===== config.mk =====
export PLATFORM = sky130hd
export DESIGN_NAME = apc_term_stage
export DESIGN_NICKNAME = d
export VERILOG_FILES = /design/src/rtl/core/apc_pkg.sv /design/src/rtl/core/apc_term_stage.sv
export SDC_FILE = /design/constraint.sdc
export NUM_CORES = 2
export LEC_CHECK = 0
export BUFFER_PORTS_ARGS = -buffer_cell sky130_fd_sc_hd__buf_2
export CELL_PAD_IN_SITES_DETAIL_PLACEMENT = 1
export CELL_PAD_IN_SITES_GLOBAL_PLACEMENT = 2
export CORE_MARGIN = 4
export CORE_UTILIZATION = 38
export CTS_BUF_LIST = sky130_fd_sc_hd__clkbuf_8
export DETAILED_ROUTE_END_ITERATION = 10
export PLACE_DENSITY_LB_ADDON = 0.3
export SLEW_MARGIN = 20
export SYNTH_ARGS = -nofsm -noshare
export SYNTH_HDL_FRONTEND = slang
export SYNTH_SLANG_ARGS = --single-unit
export TNS_END_PERCENT = 20

===== constraint.sdc =====
create_clock -name clk -period 7.21 [get_ports clk]
set_clock_uncertainty 0.05 [all_clocks]
set_input_delay 0 -clock clk [delete_from_list [all_inputs] [get_ports clk]]
set_output_delay 0 -clock clk [all_outputs]
set_load 0.05 [all_outputs]

===== src/rtl/core/apc_pkg.sv =====
package apc_pkg;

  localparam int READING_W     = 16;
  localparam int COEF_W        = 32;
  localparam int NUM_COEF      = 6;
  localparam int TERM_CNT_W    = 3;
  localparam int CFG_ADDR_W    = 3;
  localparam int MAX_TERMS_DEF = 6;
  localparam int PROD_W        = COEF_W + READING_W + 1;
  localparam int TERM_W        = PROD_W - READING_W;
  localparam int ACC_W         = 36;
  localparam int VOLT_W        = 32;

  localparam logic [TERM_CNT_W-1:0] TERM_COUNT_RST = 3'd6;

  localparam logic [CFG_ADDR_W-1:0] REG_COEF_ZERO     = 3'd0;
  localparam logic [CFG_ADDR_W-1:0] REG_COEF_ONE      = 3'd1;
  localparam logic [CFG_ADDR_W-1:0] REG_COEF_TWO      = 3'd2;
  localparam logic [CFG_ADDR_W-1:0] REG_COEF_THREE    = 3'd3;
  localparam logic [CFG_ADDR_W-1:0] REG_COEF_FOUR     = 3'd4;
  localparam logic [CFG_ADDR_W-1:0] REG_COEF_FIVE     = 3'd5;
  localparam logic [CFG_ADDR_W-1:0] REG_OUTPUT_OFFSET = 3'd6;
  localparam logic [CFG_ADDR_W-1:0] REG_TERM_COUNT    = 3'd7;

  typedef struct packed {
    logic [NUM_COEF-1:0][COEF_W-1:0] coef;
    logic [COEF_W-1:0]               offset;
    logic [TERM_CNT_W-1:0]           term_count;
  } apc_cfg_t;

  typedef struct packed {
    logic [READING_W-1:0]    u;
    logic [READING_W-1:0]    pw;
    logic signed [ACC_W-1:0]  sum;
    logic signed [TERM_W-1:0] term;
  } apc_stage_t;

endpackage


===== src/rtl/core/apc_term_stage.sv =====
module apc_term_stage #(
  parameter int K = 1
) (
  input  logic               clk,
  input  logic               rst_n,
  input  apc_pkg::apc_cfg_t  cfg,
  input  logic               in_valid,
  output logic               in_ready,
  input  apc_pkg::apc_stage_t in_st,
  output logic               out_valid,
  input  logic               out_ready,
  output apc_pkg::apc_stage_t out_st
);

  localparam int CW = apc_pkg::TERM_CNT_W + 1;
  localparam logic [CW-1:0] K_V = CW'(K);
  localparam int RW = apc_pkg::READING_W;

  logic                               v_r;
  apc_pkg::apc_stage_t                st_r;
  logic                               en;
  logic                               active;
  logic signed [apc_pkg::COEF_W-1:0]  coef;
  logic signed [apc_pkg::PROD_W-1:0]  prod;
  logic [2*RW-1:0]                    pw_prod;

  generate
    if (K < apc_pkg::NUM_COEF) begin : g_coef
      assign coef = $signed(cfg.coef[K]);
    end else begin : g_nocoef
      assign coef = '0;
    end
  endgenerate

  assign en        = !v_r || out_ready;
  assign in_ready  = en;
  assign out_valid = v_r;
  assign out_st    = st_r;

  // Term K contributes only while the configured term count exceeds K.
  assign active  = {1'b0, cfg.term_count} > K_V;
  assign prod    = coef * $signed({1'b0, in_st.pw});
  assign pw_prod = in_st.pw * in_st.u;

  always_ff @(posedge clk) begin
    if (!rst_n) begin
      v_r <= 1'b0;
    end else if (en) begin
      v_r <= in_valid;
    end
  end

  always_ff @(posedge clk) begin
    if (en && in_valid) begin
      st_r.u    <= in_st.u;
      st_r.pw   <= pw_prod[2*RW-1:RW];
      st_r.sum  <= $signed(in_st.sum) + apc_pkg::ACC_W'($signed(in_st.term));
      st_r.term <= active ? $signed(prod[apc_pkg::PROD_W-1:RW]) : '0;
    end
  end

endmodule


==> results.tsv <==
metric	value	unit
hold_class	in2reg	
reg2reg_from	out_valid	
ys_seq_area_frac	0.101	
synth_top_area_share	0.452	
cap_violations	0	
min_path_cells	4	
syn-num-nets	4484	
setup_viol	0	
dr.pass1.iters	4	
post-cts-setup-buffers	0	
antenna_found_initial	9	
arrival	6.48	ns
drt-initial-drc-count	740	
final_nets	4732	
critPathCaptureType	flip-flop	
die_w	290	um
rsz0062_at_grt	false	
cts.sinks	102	
vias_per_cell	4.94	
clock_latency	0.48	ns
drive_gt1_frac	0.0967	
cts_root_buf	clkbuf_8	
avgRoutedWirePerCell	19.6	um
status	completed	
synth_edf_count	101	
setup_tns	0	ns
max-slew-margin-rel	0.345	
synth.avg_cell_area	9.36	sq um
cts_hold_buf	62	
ys_ff_latch	102	
grt_usage	0.220	
grt_pass1_wl	143000	um
grt_max_degree	64	
yosysTopAreaCell	fa_1	
pin_count	435	
cts_tree	yes	
cts_buffer_depth	2	
clk_pin_slew	0.13	ns
synth_cells	3220	
synth-warning-count	0	
first_global_vias	26570	
synth.area.top_cells	fa_1, ha_1, edfxtp_1	
core	78900	sq um
post-route-util	0.427	
cts_resized	0	
drv_slew	0	
r2r_slack	4.86	ns
reg2reg_to	out_st[75]	
start_kind	primary input	
grt_overflow	0	
die_h	290	um
h-tree-depth	3	
wl	88700	um
async_reset_ff_frac	0	
synthFlopType	edfxtp_1	
fmax	159	MHz
filler_cell_count	9251	
ys_types	60	
fin_crit_sh	0.875	
reg2regPathDepth	3	
start_util	0.382	
path_class	in2reg	
finalHoldViolCount	0	
rows	103	
crit_required	7.38	ns
critPathMaxFanout	33	
antenna_left	0	
via_count	22392	
hpwl	70300	um
hp-start	in_st[1]	
io_buffers	241	
numCtsBuffers	9	
synth_area	30100	sq um
finalCriticalPeriod	6.31	ns
place_congestion	0.819	
worst_pin_slew	0.983	ns
die-area	83900	sq um
drc_errors	0	
area.growth.synth_to_final	11.6	%
min_delay_worst_endpoint	out_st[34]	
cells by family after synthesis:
group	after synthesis	synth area share
AO/OA/AOI/OAI	235	0.0492
adder cells (fa/ha/maj)	932	0.556
XOR/XNOR	86	0.0250
flip-flops	102	0.101
buffers and inverters	873	0.109
multiplexers	1	0.000332
AND/OR/NAND/NOR	991	0.159
worst max-delay path by stage:
stage,startpoint,endpoint,depth (start not counted)
6_report,in_st[75],out_st[32],25
5_1_grt,in_st[75],out_st[26],24
4_1_cts,in_st[92],out_st[83],24
3_5_place_dp,in_st[75],out_st[84],24
3_3_place_gp,in_st[75],out_st[84],24
2_1_floorplan,in_st[72],out_st[32],23
state kept, by name, summed over array words and instances (netlist names):
| name | count |
|---|---|
| out_st | 101 |
| out_valid | 1 |
final cells by class:
class                      count  area [sq um]  area share
sequential                   102          3050      0.0907
multi-input combinational   2245         23800       0.708
timing repair buffer         372          2470      0.0734
antenna                        7          17.5    0.000521
clock buffer                   9           124     0.00368
inverter                     738          2770      0.0823
clock inverter                 7          81.3     0.00242
tap                         1050          1310      0.0390
routing by layer:
metal / global-route usage / part of all wire / up-vias
li1: - / - / 10078
met1: 0.282 / 0.43 / 11805
met2: 0.398 / 0.51 / 398
met3: 0.0287 / 0.038 / 105
met4: 0.0493 / 0.020 / 6
met5: 0 / 0.00041 / -
through the flow:
step	instance area [sq um]	hold slack, ns	instances	setup WS [ns]
final	33700	0.0360	4530	0.904
after global routing	33600	0.0281	4525	0.585
after CTS	33600	0.00274	4523	0.859
after detailed placement	32800	0.214	4445	0.379
after global placement	32800	0.206	4445	0.464
after floorplan	30100	0.0489	3220	1.29
critical path: stages:
cell and delay (ns):
buf_2 0.55, and2_1 0.25, fa_1 0.42, inv_1 0.08
fa_1 0.45, fa_1 0.51, inv_1 0.05, fa_1 0.48
fa_1 0.49, inv_1 0.05, fa_1 0.53, inv_1 0.06
ha_1 0.36, nand2_1 0.07, o21ai_1 0.29, o2111ai_1 0.30
a211oi_1 0.28, buf_4 0.19, a21oi_1 0.08, buf_4 0.19
o311ai_1 0.29, buf_4 0.17, a21oi_1 0.07, xnor2_1 0.14
nor2_1 0.05
Yosys cell counts, types with 3 or more instances:
cell and instances:
nand4_1 11, xnor2_1 53, o31ai_1 4, nand2b_1 11, a21o_1 22, a211oi_1 10, nor2b_1 11, o21bai_1 8
and2_1 352, a21oi_1 87, edfxtp_1 101, or3_1 3, nor2_1 83, o21ai_1 3, clkbuf_1 134, and3_1 9
nand3_1 6, a31oi_1 11, xor2_1 33, fa_1 681, nor4_1 4, nand2_1 472, inv_1 738, o21ai_0 40
o21a_1 11, ha_1 251, nor3_1 20, o211ai_1 7, o221ai_1 3
layout by cell type, fill, tap and decap left out, drive strengths merged, types with 6 or more instances in the layout:
master | Yosys | layout
a21o | 22 | 22
ha | 251 | 251
buf | 1 | 310
xnor2 | 53 | 53
diode | 0 | 7
nand4 | 12 | 12
nand2 | 472 | 472
a211oi | 10 | 10
nor2 | 83 | 83
a21oi | 88 | 88
nor2b | 11 | 11
edfxtp | 101 | 101
inv | 738 | 742
o21bai | 8 | 8
a31oi | 11 | 11
xor2 | 33 | 33
nand3 | 6 | 6
clkbuf | 134 | 9
o21ai | 44 | 44
and3 | 9 | 9
and2 | 352 | 352
fa | 681 | 681
o21a | 11 | 11
o211ai | 7 | 7
nand2b | 11 | 11
dlygate4sd3 | 0 | 62
nor3 | 20 | 20
Power is left out: the tool's default activity adds up to more than one toggle a clock period on the data nets, which glitch-free logic cannot reach.
