File: config.mk
export PLATFORM = sky130hd
export DESIGN_NAME = apc_sat_stage
export DESIGN_NICKNAME = d
export VERILOG_FILES = /design/src/rtl/core/apc_pkg.sv /design/src/rtl/core/apc_sat_stage.sv
export SDC_FILE = /design/constraint.sdc
export NUM_CORES = 1
export LEC_CHECK = 0
export BUFFER_PORTS_ARGS = -buffer_cell sky130_fd_sc_hd__buf_4
export CORE_ASPECT_RATIO = 1.75
export CORE_UTILIZATION = 40
export CTS_CLUSTER_DIAMETER = 100
export CTS_CLUSTER_SIZE = 28
export DETAILED_ROUTE_END_ITERATION = 8
export PLACE_DENSITY = 0.65
export REMOVE_ABC_BUFFERS = 1
export SLEW_MARGIN = 20
export SYNTH_ARGS = -nofsm -noshare
export SYNTH_HDL_FRONTEND = slang
export SYNTH_SLANG_ARGS = --single-unit
File: constraint.sdc
create_clock -name clk -period 3.86 [get_ports clk]
set_input_delay 0.386 -clock clk [delete_from_list [all_inputs] [get_ports clk]]
set_output_delay 0.386 -clock clk [all_outputs]
set_load 0.02 [all_outputs]
File: src/rtl/core/apc_pkg.sv
package apc_pkg;

  localparam int READING_W     = 16;
  localparam int COEF_W        = 32;
  localparam int NUM_COEF      = 6;
  localparam int TERM_CNT_W    = 3;
  localparam int CFG_ADDR_W    = 3;
  localparam int MAX_TERMS_DEF = 6;
  localparam int PROD_W        = COEF_W + READING_W + 1;
  localparam int TERM_W        = PROD_W - READING_W;
  localparam int ACC_W         = 36;
  localparam int VOLT_W        = 32;

  localparam logic [TERM_CNT_W-1:0] TERM_COUNT_RST = 3'd6;

  localparam logic [CFG_ADDR_W-1:0] REG_COEF_ZERO     = 3'd0;
  localparam logic [CFG_ADDR_W-1:0] REG_COEF_ONE      = 3'd1;
  localparam logic [CFG_ADDR_W-1:0] REG_COEF_TWO      = 3'd2;
  localparam logic [CFG_ADDR_W-1:0] REG_COEF_THREE    = 3'd3;
  localparam logic [CFG_ADDR_W-1:0] REG_COEF_FOUR     = 3'd4;
  localparam logic [CFG_ADDR_W-1:0] REG_COEF_FIVE     = 3'd5;
  localparam logic [CFG_ADDR_W-1:0] REG_OUTPUT_OFFSET = 3'd6;
  localparam logic [CFG_ADDR_W-1:0] REG_TERM_COUNT    = 3'd7;

  typedef struct packed {
    logic [NUM_COEF-1:0][COEF_W-1:0] coef;
    logic [COEF_W-1:0]               offset;
    logic [TERM_CNT_W-1:0]           term_count;
  } apc_cfg_t;

  typedef struct packed {
    logic [READING_W-1:0]    u;
    logic [READING_W-1:0]    pw;
    logic signed [ACC_W-1:0]  sum;
    logic signed [TERM_W-1:0] term;
  } apc_stage_t;

endpackage

File: src/rtl/core/apc_sat_stage.sv
module apc_sat_stage (
  input  logic                          clk,
  input  logic                          rst_n,
  input  logic                          in_valid,
  output logic                          in_ready,
  input  apc_pkg::apc_stage_t           in_st,
  output logic                          out_valid,
  input  logic                          out_ready,
  output logic [apc_pkg::VOLT_W-1:0]    voltage,
  output logic                          saturated
);

  localparam int AW = apc_pkg::ACC_W;
  localparam int VW = apc_pkg::VOLT_W;

  logic                 sum_v_r;
  logic signed [AW-1:0] sum_r;
  logic                 out_v_r;
  logic [VW-1:0]        voltage_r;
  logic                 saturated_r;
  logic                 en_sum;
  logic                 en_out;
  logic                 fits;

  assign en_out    = !out_v_r || out_ready;
  assign en_sum    = !sum_v_r || en_out;
  assign in_ready  = en_sum;
  assign out_valid = out_v_r;
  assign voltage   = voltage_r;
  assign saturated = saturated_r;

  // The sum fits when every bit above the 32-bit sign bit matches it.
  assign fits = (sum_r[AW-1:VW-1] == '0) || (sum_r[AW-1:VW-1] == '1);

  always_ff @(posedge clk) begin
    if (!rst_n) begin
      sum_v_r <= 1'b0;
      out_v_r <= 1'b0;
    end else begin
      if (en_sum) begin
        sum_v_r <= in_valid;
      end
      if (en_out) begin
        out_v_r <= sum_v_r;
      end
    end
  end

  always_ff @(posedge clk) begin
    if (en_sum && in_valid) begin
      sum_r <= $signed(in_st.sum) + AW'($signed(in_st.term));
    end
    if (en_out && sum_v_r) begin
      saturated_r <= !fits;
      if (fits) begin
        voltage_r <= sum_r[VW-1:0];
      end else if (sum_r[AW-1]) begin
        voltage_r <= {1'b1, {(VW-1){1'b0}}};
      end else begin
        voltage_r <= {1'b0, {(VW-1){1'b1}}};
      end
    end
  end

endmodule

==> results.txt <==
CTS resizes: 0
status: complete, no violations
Peak Freq: 364.7 MHz
first-pass GRT wire length: 15,480 um
kind of critical path: primary input to register
top-area cell type share of the netlist area: 0.4673
Ys Warns: 0
most common cell after layout, fill and taps aside: buf_4
Rel. slew slack: 0.5159
die extent in y: 141.3 um
Setup-failing EPs final: 0
antenna viol nets, final: 0
per-cell routed wire length: 14.57 um
main combinational cell family by area after synthesis: compound AO/OA/AOI/OAI gates
nets@finish: 656
register area share after synthesis: 0.4763
core area: 0.01076 mm^2
setup TNS: 0 ns
Worst-path clk slew: 0.05 ns
vias in the first global route: 3,393
initial antenna violation count: 0
Static Leak: 2.471 nW
CP Max Fanout: 4
setup bufs post-CTS: 0
CP endpoint kind: register
clk_lat worst skew: 0.33 ns
R2R Path Start: sum_r[35]$_DFFE_PP_
critical path arrival: 2.82 ns
Slew @ Worst Pin: 0.7245 ns
# rows: 50
synth-to-layout area growth: 28.47%
XOR/XNOR Fraction of Synth Area: 0.06123
Synth Instances: 407
Final Max Slew Viols: 0
routed wire length: 9469 um
Req. time, crit path: 3.93 ns
ys flop type: edfxtp_1
root buf cell: clkbuf_16
RSZ-0062 raised after global routing: no
r2r endpoint: voltage[20]$_DFFE_PP_
Mapped Area: 0.004434 mm^2
routed vias: 3,527
DRT iter0 DRCs: 165
Final Util: 0.5294
CP Cell Sequence: buf_4 > ha_1 > fa_1 > a21oi_1 > o22ai_1 > a221oi_2 > o211ai_1 > a221oi_1 > o21ai_1 > xor2_1
simple-gate share of the synthesized area: 0.1225
GPL Wtd Cong: 0.8430
asr flop ratio synth: 0
DRT Pass-1 Iters: 4
Synth Area in Compound Gates: 0.2144
VDD IR max: 0.0002663 V
crit path from: in_st[0]
DR vias/cell: 5.426
fin crit period: 2.742 ns
final worst slack: 1.118 ns
CTS tree: built
adder-cell share of the synthesized area: 0.1033
Crit-path slowest cell: a221oi_1
most frequent cells in the layout: 110 x buf_4, 69 x edfxtp_1, 41 x a21o_1, 35 x ha_1, 32 x a21oi_1
FF+latch area: 0.002112 mm^2
Layout Skew: 0.004692 ns
R2R Setup Slk: 1.70 ns
Die W: 81.59 um
crit start category: primary input
placed insts: 634
die footprint: 0.01153 mm^2
syn_area_per_cell: 10.89 um^2
Total GRT Usage: 0.1763
crit share post-route: 0.7104
Starting Density: 0.4121
Setup WS pre-CTS: 0.7657 ns
I/O Pins: 140
Multi-input gate area: 0.002237 mm^2
post-DP HPWL: 7378 um
end of the critical path: sum_r[32]$_DFFE_PP_
multiplexer share of the synthesized area: 0
Final Hold Vio Count: 0
clk sink count: 71
max incr delay on CP: 0.44 ns
area leader, netlist: edfxtp_1
DRC: 0
total CTS buffers: 9
Finished Layout Cells: 650
fill count: 984
clk buf depth: 2
ant diodes: 0
Worst Reg2Reg Path Length in Cells: 5
largest net degree at the start of global routing: 37
Remaining Overflow, GRT: 0
Netlist cell types: 56
Hold Crit Class: primary input to register
synthesized flop and latch total: 71
max-cap check violation count: 0
worst hold margin: 0.2785 ns
share of layout cells above drive strength 1: 0.2692
synth top area cells: edfxtp_1 47%, ha_1 9.9%, a21o_1 6.9%
Port Buffer Count: 107
Post-synth EDFFs: 69
H-tree levels: 3
power density over the cells: 428.9 mW/mm^2
CTS hold repair buffers: 0
-- cell type report --
cell class | count | area share
multi-input combinational | 311 | 0.3927
sequential | 71 | 0.3707
timing repair buffer | 110 | 0.1450
clock buffer | 10 | 0.04019
tap | 130 | 0.02855
clock inverter | 6 | 0.01494
inverter | 12 | 0.007907
-- worst max-delay path, delay by kind of cell --
family | cells | cell delay [ns]
compound gates | 6 | 1.55
xor+xnor | 1 | 0.15
fa+ha+maj | 2 | 0.61
buf+inv | 1 | 0.11
-- kinds of logic (layout without fill, tap and decap cells) --
group,after synthesis,count (layout)
xor gates and xnor gates,31,31
DFF,71,71
AOI/OAI and AO/OA,137,137
and+or+nand+nor,107,107
adders and majority gates,36,36
buffers and inverters,25,138
-- synth_stat cells, types with 2 or more instances --
master and number:
nand2_1 27, nand4_1 5, inv_1 12, nor3_1 8, and4_1 2, a31oi_1 6
a21o_1 41, dfxtp_1 2, o21a_1 5, or3_1 2, xnor2_1 18, o21bai_1 3
xor2_1 13, o211ai_1 6, edfxtp_1 69, nand3_1 12, a211oi_1 6, and3_1 4
nand2b_1 5, nor2b_1 9, nor2_1 23, o21ai_0 9, clkbuf_1 11, o31ai_1 3
ha_1 35, nand2_2 2, a21oi_1 32, o21ai_1 9
-- through the flow --
stage,cell area [um^2],power (mW)
floorplan,4380,1.409
global placement,5378,1.598
detailed placement,5383,1.611
CTS,5697,2.473
global route,5697,2.570
finish,5697,2.443
-- worst min path at each step --
stage	startpoint	endpoint	slack [ns]	depth (start not counted)
detailed placement	sum_r[26]$_DFFE_PP_	voltage[26]$_DFFE_PP_	0.50	1
CTS	rst_n	out_valid$_SDFFE_PN0P_	0.27	2
global placement	sum_v_r$_SDFFE_PN0N_	out_valid$_SDFFE_PN0P_	0.49	1
global route	rst_n	out_valid$_SDFFE_PN0P_	0.29	2
finish	rst_n	out_valid$_SDFFE_PN0P_	0.28	2
floorplan	sum_r[35]$_DFFE_PP_	voltage[31]$_DFFE_PP_	0.46	0
-- per-layer routing --
metal	track usage	vias to the layer above	routed length [um]
li1	-	1766	-
met3	0.03087	15	390
met4	0.08403	0	191
met1	0.2068	1648	3854
met2	0.3035	98	5032
met5	0	-	0
-- flip-flops by register name, summed over array words and instances, names as in the netlist --
name       flops
sum_v_r        1
sum_r         36
out_valid      1
saturated      1
voltage       32
-- power by group --
part / leakage (nW) / total, mW / switching [mW] / internal (mW)
Combinational: 1.65 / 0.596 / 0.328 / 0.268
Sequential: 0.676 / 0.998 / 0.0263 / 0.972
Clock: 0.148 / 0.849 / 0.287 / 0.562
Total: 2.47 / 2.44 / 0.642 / 1.80
Power figures use the tool's default switching activity.
