## config.mk

```make
export PLATFORM = sky130hd
export DESIGN_NAME = apc_cfg_regs
export DESIGN_NICKNAME = d
export VERILOG_FILES = /design/src/rtl/core/apc_pkg.sv /design/src/rtl/core/apc_cfg_regs.sv
export SDC_FILE = /design/constraint.sdc
export NUM_CORES = 1
export LEC_CHECK = 0
export ABC_AREA = 1
export BUFFER_PORTS_ARGS = -buffer_cell sky130_fd_sc_hd__buf_2
export CAP_MARGIN = 20
export CELL_PAD_IN_SITES_DETAIL_PLACEMENT = 1
export CELL_PAD_IN_SITES_GLOBAL_PLACEMENT = 2
export CORE_ASPECT_RATIO = 1.5
export CORE_MARGIN = 2
export CORE_UTILIZATION = 25
export CTS_BUF_LIST = sky130_fd_sc_hd__clkbuf_16
export DETAILED_ROUTE_END_ITERATION = 6
export GPL_ROUTABILITY_DRIVEN = 0
export GPL_TIMING_DRIVEN = 0
export PLACE_DENSITY_LB_ADDON = 0.05
export RECOVER_POWER = 100
export SLEW_MARGIN = 20
export SYNTH_ARGS = -nofsm -noshare
export SYNTH_HDL_FRONTEND = slang
export SYNTH_SLANG_ARGS = --single-unit
```

## constraint.sdc

```tcl
create_clock -name clk -period 0.9 [get_ports clk]
set_input_delay 0.045 -clock clk [delete_from_list [all_inputs] [get_ports clk]]
set_output_delay 0.045 -clock clk [all_outputs]
set_load 0.01 [all_outputs]
```

## src/rtl/core/apc_pkg.sv

```systemverilog
package apc_pkg;

  localparam int READING_W     = 16;
  localparam int COEF_W        = 32;
  localparam int NUM_COEF      = 6;
  localparam int TERM_CNT_W    = 3;
  localparam int CFG_ADDR_W    = 3;
  localparam int MAX_TERMS_DEF = 6;
  localparam int PROD_W        = COEF_W + READING_W + 1;
  localparam int TERM_W        = PROD_W - READING_W;
  localparam int ACC_W         = 36;
  localparam int VOLT_W        = 32;

  localparam logic [TERM_CNT_W-1:0] TERM_COUNT_RST = 3'd6;

  localparam logic [CFG_ADDR_W-1:0] REG_COEF_ZERO     = 3'd0;
  localparam logic [CFG_ADDR_W-1:0] REG_COEF_ONE      = 3'd1;
  localparam logic [CFG_ADDR_W-1:0] REG_COEF_TWO      = 3'd2;
  localparam logic [CFG_ADDR_W-1:0] REG_COEF_THREE    = 3'd3;
  localparam logic [CFG_ADDR_W-1:0] REG_COEF_FOUR     = 3'd4;
  localparam logic [CFG_ADDR_W-1:0] REG_COEF_FIVE     = 3'd5;
  localparam logic [CFG_ADDR_W-1:0] REG_OUTPUT_OFFSET = 3'd6;
  localparam logic [CFG_ADDR_W-1:0] REG_TERM_COUNT    = 3'd7;

  typedef struct packed {
    logic [NUM_COEF-1:0][COEF_W-1:0] coef;
    logic [COEF_W-1:0]               offset;
    logic [TERM_CNT_W-1:0]           term_count;
  } apc_cfg_t;

  typedef struct packed {
    logic [READING_W-1:0]    u;
    logic [READING_W-1:0]    pw;
    logic signed [ACC_W-1:0]  sum;
    logic signed [TERM_W-1:0] term;
  } apc_stage_t;

endpackage

```

## src/rtl/core/apc_cfg_regs.sv

```systemverilog
module apc_cfg_regs (
  input  logic                              clk,
  input  logic                              rst_n,
  input  logic                              cfg_valid,
  output logic                              cfg_ready,
  input  logic [apc_pkg::CFG_ADDR_W-1:0]    cfg_addr,
  input  logic [apc_pkg::COEF_W-1:0]        cfg_data,
  output apc_pkg::apc_cfg_t                 cfg
);

  apc_pkg::apc_cfg_t cfg_r;
  apc_pkg::apc_cfg_t cfg_nxt;

  assign cfg_ready = 1'b1;
  assign cfg       = cfg_r;

  always_comb begin
    cfg_nxt = cfg_r;
    if (cfg_valid) begin
      case (cfg_addr)
        apc_pkg::REG_COEF_ZERO:     cfg_nxt.coef[0] = cfg_data;
        apc_pkg::REG_COEF_ONE:      cfg_nxt.coef[1] = cfg_data;
        apc_pkg::REG_COEF_TWO:      cfg_nxt.coef[2] = cfg_data;
        apc_pkg::REG_COEF_THREE:    cfg_nxt.coef[3] = cfg_data;
        apc_pkg::REG_COEF_FOUR:     cfg_nxt.coef[4] = cfg_data;
        apc_pkg::REG_COEF_FIVE:     cfg_nxt.coef[5] = cfg_data;
        apc_pkg::REG_OUTPUT_OFFSET: cfg_nxt.offset  = cfg_data;
        apc_pkg::REG_TERM_COUNT: begin
          cfg_nxt.term_count = cfg_data[apc_pkg::TERM_CNT_W-1:0];
        end
        default: cfg_nxt = cfg_r;
      endcase
    end
  end

  always_ff @(posedge clk) begin
    if (!rst_n) begin
      cfg_r.coef       <= '0;
      cfg_r.offset     <= '0;
      cfg_r.term_count <= apc_pkg::TERM_COUNT_RST;
    end else begin
      cfg_r <= cfg_nxt;
    end
  end

endmodule

```

==> impl_metrics.yaml <==
job:
  max_cap_viol_count: 0
cells_and_area:
  fin_area_um2: 13540
  layout-drive-gt1-share: 0.3905
  antennaDiodeCount: 0
  final_cell_count_no_fill: 2081
  fillers: 4290
  synthToLayoutAreaGrowth_pct: 52.41
  multiInputGateArea_um2: 3807
  largest_register_ffs: 227
  net_count_final: 1628
  layout.core_utilization: 0.3869
  layout.area.seq_um2: 4837
setup_path:
  slowest_stage: "sky130_fd_sc_hd__dfxtp_4"
  crit_path_end_kind: "output pin"
  cp_slowest_stage_delay_ps: 360
  cp.required_ps: 850
  worst-r2r-cell-count: 4
  reg2reg_setup_slack_ps: 90
  timing.critical_path.max_delay_family: "flip-flops"
  r2r-end: "cfg[165]"
  worst_r2r_startpoint: "cfg[165]"
  crit_path_max_fanout: 2
  cp_cell_sequence: "buf_6"
  worstSetupStartpointType: "flip-flop"
  critical_path_class: "flip-flop to output pin"
  crit_arrival_ps: 1020
  worst-path-buf-inv: 1
cts:
  cts.root.buffer_cell: "sky130_fd_sc_hd__clkbuf_16"
  cts_max_level: 1
  cts.sink_count: 227
  clk_latency_ps: 540
  tritoncts.num_buffers: 26
  ctsLongestPathBuffers: 3
  cts.reportedPaths.clkPinSlew_ps: 60
  tritoncts_clock_tree: "built"
timing:
  actual_slew_at_the_worst_max_slew_pin_ps: 626.2
  worst_slack_ps: -160.1
  setup_viol_count_final: 268
  fmax_mhz: 943.3
  fin_crit_sh: 1.178
  hold_violations: 0
  worst_clock_skew_ps: 0
  max_slew_margin: 0.5826
  grt_setup_unrepaired: "true"
  report.final.slew_viol_count: 0
  setup_tns_ps: -28980
  final.min_clock_period_ps: 1060
detailed_routing:
  wl_um: 39770
  vias: 9288
  drt_pre_antenna_iters: 4
  route.layer.met1.wl_um: 15660
  routed-wl-met2_um: 20850
  highest-signal-layer: "met4"
  avgRoutedWirePerCell_um: 19.11
  drt.antenna.violating_nets: 0
  viasPerCell: 4.463
  met3RoutedLength_um: 2349
  first_iter_violations: 300
  drt_drc_violations_left: 0
floorplanning:
  placeableCoreArea_um2: 35000
  std_cell_rows: 84
  floorplan.die_area_um2: 37090
  die-width_um: 157.9
  die_height_um: 234.9
  floorplan.initialDensity: 0.2539
  floorplan.io_pins: 266
power:
  power.ir.vdd_worst_v: 0.001456
  power_leakage_nw: 6.138
  total_power_mw: 24.52
  power_density_nw_per_um2: 1811
place:
  place.detailed.hpwl_um: 29390
  post-place-cells: 2019
  port-buffer-count: 263
  placed_cell_area_um2: 10800
global_routing:
  grt_remaining_overflow: 0
  antenna_violations_before_repair: 0
  first_global_vias: 9638
  grt_start_max_net_pins: 14
  grt_pass1_wl_um: 59520
  track_usage: 0.2136
logic_synthesis:
  yosys_warnings: 0
  synth_most_common_cell: "sky130_fd_sc_hd__nor2_1"
  asyncSetResetFlopFracSynth: 0
  synth.top_cell.area_share: 0.5115
  mappedNetlistArea_um2: 8885
  leading_cell_types_by_total_area_after_synthesis: "sky130_fd_sc_hd__dfxtp_1 51%, sky130_fd_sc_hd__nor2_1 19%, sky130_fd_sc_hd__nand3_1 13%"
  synth_seq_cells: 227
  synth.net_count: 1321
  synthCells: 1283
  synth_top_cell_by_area: "sky130_fd_sc_hd__dfxtp_1"
  unique_masters_post_synth: 14
  synth.yosys.seq_area_share: 0.5115
  syn-mean-instance-area_um2: 6.925
  dominant_synthesized_flop_cell: "sky130_fd_sc_hd__dfxtp_1"
  synth-edff-count: 0
  ys_top_cells_by_count: "458 x sky130_fd_sc_hd__nor2_1, 236 x sky130_fd_sc_hd__nand2_1, 227 x sky130_fd_sc_hd__dfxtp_1"
min_path:
  hold_depth: 3
  hold_end: "cfg[56]"
  min-delay-start: "rst_n"
  hold_path.class: "primary input to flip-flop"
run_status:
  failed_checks: "negative setup slack"
  status: "finished with violations"
[repair_timing]
| item | CTS | global route |
|---|---|---|
| gates resized for setup | 506 | 32 |
| hold buffers | 3 | 0 |
| endpoints found under the setup margin | 407 | 335 |
| endpoints found under the hold margin | 8 | 0 |
| buffers inserted | 6 | 7 |
[tightest hold or removal path, stage by stage]
cell and delay [ps]:
sky130_fd_sc_hd__clkbuf_1 270, sky130_fd_sc_hd__nand2_1 160, sky130_fd_sc_hd__nor2_1 30
[layer usage]
layer  up-vias  global-route usage
met1      4426              0.2445
li1       4608                   -
met2       208              0.3935
met4         0             0.05978
met5         -                   0
met3        46             0.04408
[cell type report]
type	count	share of cell area
sequential	227	0.3572
multi-input combinational	925	0.2812
timing repair buffer	279	0.2113
clock buffer	27	0.04989
tap	473	0.04370
buffer	92	0.03345
clock inverter	19	0.01183
inverter	39	0.01146
[cell families after synthesis]
kind of cell,Yosys count,share of synthesized area
buffers and inverters,131,0.06365
flip-flops,227,0.5115
other,1,0.0004221
AND/OR/NAND/NOR,924,0.4244
[how the worst max path moves through the flow]
stage / depth (start not counted) / to / slack, ps / start
CTS: 1 / cfg[197] / -190 / cfg[197]
global placement: 5 / cfg[154] / -950 / rst_n
finish: 1 / cfg[104] / -160 / cfg[104]
floorplan: 5 / cfg[141] / -30 / rst_n
detailed placement: 5 / cfg[154] / -1000 / rst_n
global route: 1 / cfg[104] / -190 / cfg[104]
[per-stage QoR]
step	setup slack, ps	hold slack (ps)
floorplan	-28.78	171.1
global placement	-954.3	282.1
detailed placement	-1003	298.6
CTS	-186.4	0.1595
global route	-190.1	5.330
finish	-160.1	1.777
[where the power goes]
| group | leakage, nW | internal [mW] | switching, mW |
|---|---|---|---|
| logic | 3.76 | 1.22 | 1.83 |
| clock network | 0.426 | 6.24 | 4.49 |
| registers | 1.95 | 10.5 | 0.269 |
| total | 6.14 | 17.9 | 6.59 |
[cell usage in the layout, fill, tap and decap left out]
master and count:
sky130_fd_sc_hd__buf_1 9, sky130_fd_sc_hd__buf_2 88, sky130_fd_sc_hd__buf_4 15, sky130_fd_sc_hd__buf_6 227
sky130_fd_sc_hd__bufinv_16 3, sky130_fd_sc_hd__clkbuf_1 9, sky130_fd_sc_hd__clkbuf_16 27, sky130_fd_sc_hd__clkbuf_2 17
sky130_fd_sc_hd__clkbuf_4 3, sky130_fd_sc_hd__clkinv_1 6, sky130_fd_sc_hd__clkinv_2 6, sky130_fd_sc_hd__clkinvlp_4 3
sky130_fd_sc_hd__conb_1 1, sky130_fd_sc_hd__dfxtp_1 1, sky130_fd_sc_hd__dfxtp_2 222, sky130_fd_sc_hd__dfxtp_4 4
sky130_fd_sc_hd__dlygate4sd3_1 3, sky130_fd_sc_hd__inv_1 38, sky130_fd_sc_hd__inv_2 2, sky130_fd_sc_hd__nand2_1 235
sky130_fd_sc_hd__nand2_2 1, sky130_fd_sc_hd__nand3_1 226, sky130_fd_sc_hd__nor2_1 452, sky130_fd_sc_hd__nor2_2 5
sky130_fd_sc_hd__nor2_4 5
Power figures use the tool's default switching activity.
